**src/rtl/tmas_pkg.sv**
```systemverilog
// ----------------------------------------------------------------------------
// tmas_pkg
// Shared widths, types, state codes and saturation helpers of the trajectory
// moving-average smoother.
// ----------------------------------------------------------------------------
package tmas_pkg;

    localparam int DW    = 24;   // step and result width
    localparam int TW    = 40;   // trajectory width
    localparam int SW    = 48;   // window sum width
    localparam int FW    = 8;    // frame count width
    localparam int CFGW  = 6;    // radius register width
    localparam int RES_W = 51;   // corrected step before saturation

    localparam int MAX_RADIUS_DEF = 32;
    localparam int RING_DEPTH_DEF = 128;
    localparam logic [CFGW-1:0] RADIUS_RESET = CFGW'(15);

    typedef logic signed [DW-1:0] delta_t;
    typedef logic signed [TW-1:0] path_t;
    typedef logic signed [SW-1:0] sum_t;

    typedef struct packed {
        path_t  px;
        path_t  py;
        path_t  pa;
        delta_t dx;
        delta_t dy;
        delta_t da;
    } tmas_entry_t;

    typedef enum logic [2:0] {
        ST_IDLE,
        ST_SETUP,
        ST_SUM,
        ST_DIV_GO,
        ST_DIV_WAIT,
        ST_FIX,
        ST_OUT
    } tmas_state_t;

    function automatic path_t sat_path(input logic signed [TW:0] v);
        path_t r;
        if (v[TW] != v[TW-1])
            r = v[TW] ? {1'b1, {(TW-1){1'b0}}} : {1'b0, {(TW-1){1'b1}}};
        else
            r = v[TW-1:0];
        return r;
    endfunction

    function automatic sum_t sat_sum(input logic signed [SW:0] v);
        sum_t r;
        if (v[SW] != v[SW-1])
            r = v[SW] ? {1'b1, {(SW-1){1'b0}}} : {1'b0, {(SW-1){1'b1}}};
        else
            r = v[SW-1:0];
        return r;
    endfunction

    function automatic delta_t sat_delta(input logic signed [RES_W-1:0] v);
        delta_t r;
        if (v > 51'sd8388607)
            r = 24'sh7FFFFF;
        else if (v < -51'sd8388608)
            r = 24'sh800000;
        else
            r = v[DW-1:0];
        return r;
    endfunction

endpackage

```
**src/rtl/tmas_div.sv**
```systemverilog
// ----------------------------------------------------------------------------
// tmas_div
// Restoring divider, one quotient bit per cycle, for the window mean.
// ----------------------------------------------------------------------------
module tmas_div import tmas_pkg::*; #(
    parameter int DEN_W = 7
) (
    input  logic             clk,
    input  logic             rst_n,
    input  logic             start,
    input  logic [SW-1:0]    num,
    input  logic [DEN_W-1:0] den,
    output logic             busy,
    output logic [SW-1:0]    quot
);

    localparam int CNTW = $clog2(SW);

    logic             busy_reg;
    logic [CNTW-1:0]  cnt_reg;
    logic [SW-1:0]    num_reg;
    logic [DEN_W-1:0] rem_reg;
    logic [DEN_W-1:0] den_reg;

    logic [DEN_W:0]   rem_sh;
    logic             ge;
    logic [DEN_W:0]   rem_sub;

    always_comb
    begin
        rem_sh  = {rem_reg, num_reg[SW-1]};
        ge      = rem_sh >= {1'b0, den_reg};
        rem_sub = ge ? (rem_sh - {1'b0, den_reg}) : rem_sh;
    end

    always_ff @(posedge clk or negedge rst_n)
    begin
        if (!rst_n)
        begin
            busy_reg <= 1'b0;
            cnt_reg  <= '0;
        end
        else if (start)
        begin
            busy_reg <= 1'b1;
            cnt_reg  <= CNTW'(SW - 1);
        end
        else if (busy_reg)
        begin
            if (cnt_reg == '0)
                busy_reg <= 1'b0;
            else
                cnt_reg <= cnt_reg - 1'b1;
        end
    end

    always_ff @(posedge clk)
    begin
        if (start)
        begin
            num_reg <= num;
            rem_reg <= '0;
            den_reg <= den;
        end
        else if (busy_reg)
        begin
            num_reg <= {num_reg[SW-2:0], ge};
            rem_reg <= rem_sub[DEN_W-1:0];
        end
    end

    assign busy = busy_reg;
    assign quot = num_reg;

endmodule

```
**config.mk**
```make
export PLATFORM = sky130hd
export DESIGN_NAME = tmas_div
export DESIGN_NICKNAME = d
export VERILOG_FILES = /design/src/rtl/tmas_pkg.sv /design/src/rtl/tmas_div.sv
export SDC_FILE = /design/constraint.sdc
export NUM_CORES = 1
export LEC_CHECK = 0
export ABC_CLOCK_PERIOD_IN_PS = 6070
export BUFFER_PORTS_ARGS = -buffer_cell sky130_fd_sc_hd__buf_2
export CAP_MARGIN = 20
export CORE_UTILIZATION = 42
export CTS_CLUSTER_DIAMETER = 30
export DETAILED_ROUTE_END_ITERATION = 8
export PLACE_DENSITY = 0.68
export SYNTH_ARGS = -nofsm -noshare
export SYNTH_HDL_FRONTEND = slang
export SYNTH_SLANG_ARGS = --single-unit
```
**constraint.sdc**
```tcl
create_clock -name clk -period 6.07 [get_ports clk]
set_input_delay 1.214 -clock clk [delete_from_list [all_inputs] [get_ports clk]]
set_output_delay 1.214 -clock clk [all_outputs]
set_load 0.02 [all_outputs]
```
==> run summary <==
Routing
- Avg Vias per Cell: 5.03
- count of nets left with antenna violations after detail routing: 0
- drt total wl: 6.87 mm
- post-detailed-route wirelength per cell: 14.8 µm
- number of remaining DRC errors: 0
- number of vias after detailed routing: 2338
- detailed router's first-iteration violation count: 108
- number of iterations in the first detailed-routing pass: 4

Final layout
- fill cell total of the finished layout: 739
- number of antenna repair diodes: 0
- layout net count: 426
- layout cell share with drive strength beyond 1: 0.518
- number of flip-flops under the largest register name: 48
- post-synthesis to final-layout area growth: 22.8%

CTS
- CTS resizes: 0
- number of H-tree levels: 3
- Sink Count: 69
- Root Buffer Master: sky130_fd_sc_hd__clkbuf_8
- clock insertion delay at the later pin of the skew report: 0.34 ns
- post-CTS clock slew at the launch and capture registers of the worst setup and hold paths: 0.07 ns
- post-CTS repair timing setup buffer count: 0
- clock buffers created by TritonCTS: 9
- clk buf depth: 2
- CTS tree: built
- quantity of hold-fixing buffers added after cts: 0

Setup path
- endpoint arrival time on the critical path: 2.87 ns
- delay of the slowest critical-path stage: 0.68 ns
- worst-path fanout max: 77
- type of the worst setup path: input pin to flip-flop
- Reg2Reg Launch Point: busy$_DFF_PN0_
- startpoint type of the worst setup path: input pin
- family of cells with the greatest summed delay on the critical path: buffers and inverters
- Req. time, crit path: 6.28 ns
- buffers plus inverters on the worst setup path: 2
- cells along the critical path: buf_2, buf_4, nor4b_4, a21oi_2, nand3_1, mux2_1
- standard cell with the maximum stage delay on the critical path: sky130_fd_sc_hd__buf_4
- endpoint of the worst register-to-register path: cnt_reg[2]$_DFFE_PN0P_
- reg2reg path depth: 4
- critical path endpoint category: flip-flop
- reg2reg setup slack: 3.91 ns
- CP Launch Point: start

Place
- Setup WS pre-CTS: 3.05 ns
- PortBufs: 106
- detailed placer's ending HPWL: 4.78 mm
- Placer Congestion: 0.776

STA
- final total negative setup slack: 0 ns
- Slew Limit Fails: 0
- normalized max-slew margin: 0.331
- Period minus WS final: 2.66 ns
- slew at the pin closest to its max-slew limit: 1.00 ns
- setup repair after global routing missed its margin: false
- setup skew after layout: 0.0109 ns
- count of endpoints failing hold in the final timing report: 0
- peak clock frequency supported by timing: 376 MHz
- ratio of final minimum period to clock period: 0.438
- post-layout worst setup margin: 3.41 ns
- count of final setup violators: 0

Global route
- initial antenna violation count: 0
- aggregate global-route resource usage: 0.165
- largest net degree at the start of global routing: 78
- wire length of the first global-routing pass: 11.0 mm
- global route total overflow: 0
- number of global-route vias before repair: 2348

Die
- die outline height: 92.9 µm
- site row count: 32
- area of the die: 8630 µm²
- core region area: 7850 µm²
- starting density of the core: 0.442
- overall die width: 92.9 µm
- number of placed I/O pins: 107

Yosys
- Avg Inst Size Synth: 13.8 µm²
- share of the synthesized area in the top cell type: 0.476
- Yosys warnings: 0
- cell type with the largest total area after synthesis: sky130_fd_sc_hd__edfxtp_1
- synthesized net count: 319
- synth top area cells: sky130_fd_sc_hd__edfxtp_1 (48%), sky130_fd_sc_hd__mux2_2 (16%), sky130_fd_sc_hd__dfrtp_1 (5.1%)
- number of distinct library cells after synthesis: 53
- number of enable-type register cells in the synthesized netlist: 55
- netlist area before placement: 3470 µm²
- share of flip-flops with an asynchronous set or reset after synthesis: 0.101
- synthesized netlist cell count: 251
- fraction of the yosys area taken by sequential cells: 0.567
- Post-synth top flop: sky130_fd_sc_hd__edfxtp_1
- synthesized flop and latch total: 69

Flow run
- number of max-capacitance violations reported: 0

Pwr
- Pwr per Cell Area: 340 nW/µm²
- highest ir drop seen on vdd: 0.205 mV
- leak pwr: 0.00181 µW

Hold path
- endpoint of the worst hold path: cnt_reg[0]$_DFFE_PN0P_
- HP Start: cnt_reg[0]$_DFFE_PN0P_
- HP Class: flip-flop to flip-flop
- hold-critical path depth: 1

Outcome
- result of the run: complete, no violations

## cell usage after synthesis (2+ instances only)
master	count
sky130_fd_sc_hd__nand2_1	7
sky130_fd_sc_hd__a21oi_1	5
sky130_fd_sc_hd__a211oi_1	3
sky130_fd_sc_hd__edfxtp_1	55
sky130_fd_sc_hd__buf_2	6
sky130_fd_sc_hd__or2_2	2
sky130_fd_sc_hd__dfrtp_1	7
sky130_fd_sc_hd__o21a_1	2
sky130_fd_sc_hd__dfxtp_1	7
sky130_fd_sc_hd__nand3_2	2
sky130_fd_sc_hd__a41oi_1	4
sky130_fd_sc_hd__nor3_1	3
sky130_fd_sc_hd__or3_1	2
sky130_fd_sc_hd__o21ai_1	2
sky130_fd_sc_hd__nand2b_2	2
sky130_fd_sc_hd__nand2b_1	3
sky130_fd_sc_hd__ha_1	9
sky130_fd_sc_hd__clkbuf_1	2
sky130_fd_sc_hd__nor2b_1	5
sky130_fd_sc_hd__o21ai_0	2
sky130_fd_sc_hd__nor2_1	13
sky130_fd_sc_hd__mux2_2	48
sky130_fd_sc_hd__nor3b_1	8
sky130_fd_sc_hd__xnor2_1	4
sky130_fd_sc_hd__inv_1	13
sky130_fd_sc_hd__nand3_1	2
sky130_fd_sc_hd__o311ai_1	3
sky130_fd_sc_hd__a211oi_2	2
sky130_fd_sc_hd__o31ai_1	4
## power by group
| part | switching, µW | leakage (µW) | internal [µW] | total [µW] |
|---|---|---|---|---|
| registers | 40.7 | 0.000706 | 585 | 626 |
| clock network | 174 | 0.0000903 | 187 | 361 |
| logic | 256 | 0.00101 | 207 | 463 |
## final cells by class
class,count,area (µm²),share of cell area
clock buffers,9,124,0.0291
well taps,102,128,0.0300
inverters,13,48.8,0.0115
clock inverters,7,66.3,0.0156
repair buffers,107,538,0.126
flip-flops and latches,69,1970,0.462
multi-input cells,158,1390,0.326
## logic make-up after synthesis
group / after synthesis / share of synthesized area
AO/OA/AOI/OAI: 37 / 0.0869
XOR/XNOR: 4 / 0.0101
adder cells (fa/ha/maj): 10 / 0.0382
buffers and inverters: 24 / 0.0325
flip-flops: 69 / 0.567
multiplexers: 49 / 0.159
AND/OR/NAND/NOR: 58 / 0.106
## cells in the final DEF (no fill, tap or decap), types with 4 or more instances in the layout
cell type and count:
sky130_fd_sc_hd__a21oi_1 5, sky130_fd_sc_hd__a41oi_1 4, sky130_fd_sc_hd__buf_2 106, sky130_fd_sc_hd__clkbuf_8 9
sky130_fd_sc_hd__dfrtp_1 7, sky130_fd_sc_hd__dfxtp_1 7, sky130_fd_sc_hd__edfxtp_1 55, sky130_fd_sc_hd__ha_1 9
sky130_fd_sc_hd__inv_1 12, sky130_fd_sc_hd__mux2_2 48, sky130_fd_sc_hd__nand2_1 7, sky130_fd_sc_hd__nor2_1 13
sky130_fd_sc_hd__nor2b_1 5, sky130_fd_sc_hd__nor3b_1 8, sky130_fd_sc_hd__o31ai_1 4, sky130_fd_sc_hd__xnor2_1 4
## routing by layer
layer  global-route usage  wire length [µm]
met1                0.220              3100
met2                0.249              3240
met3               0.0616               478
met4               0.0513                60
met5                    0                 0
## through the flow
stage               power, µW  hold WS [ns]  instances   util  instance area [µm²]
finish                   1450         0.500        465  0.543                 4260
global route             1530         0.524        465  0.543                 4260
CTS                      1460         0.509        465  0.543                 4260
detailed placement       1100         0.499        449  0.519                 4070
global placement         1090         0.479        449  0.519                 4070
floorplan                 979         0.455        251      -                 3470
## worst max-delay path by stage
stage / slack [ns] / cells past startpoint / endpoint
after detailed placement: 3.05 / 6 / cnt_reg[4]$_DFFE_PN0P_
final: 3.41 / 6 / cnt_reg[4]$_DFFE_PN0P_
after global placement: 3.10 / 6 / cnt_reg[4]$_DFFE_PN0P_
after CTS: 3.40 / 6 / cnt_reg[4]$_DFFE_PN0P_
after global routing: 3.22 / 6 / cnt_reg[4]$_DFFE_PN0P_
after floorplan: 3.25 / 5 / cnt_reg[2]$_DFFE_PN0P_
(Power assumes the default switching activity.)
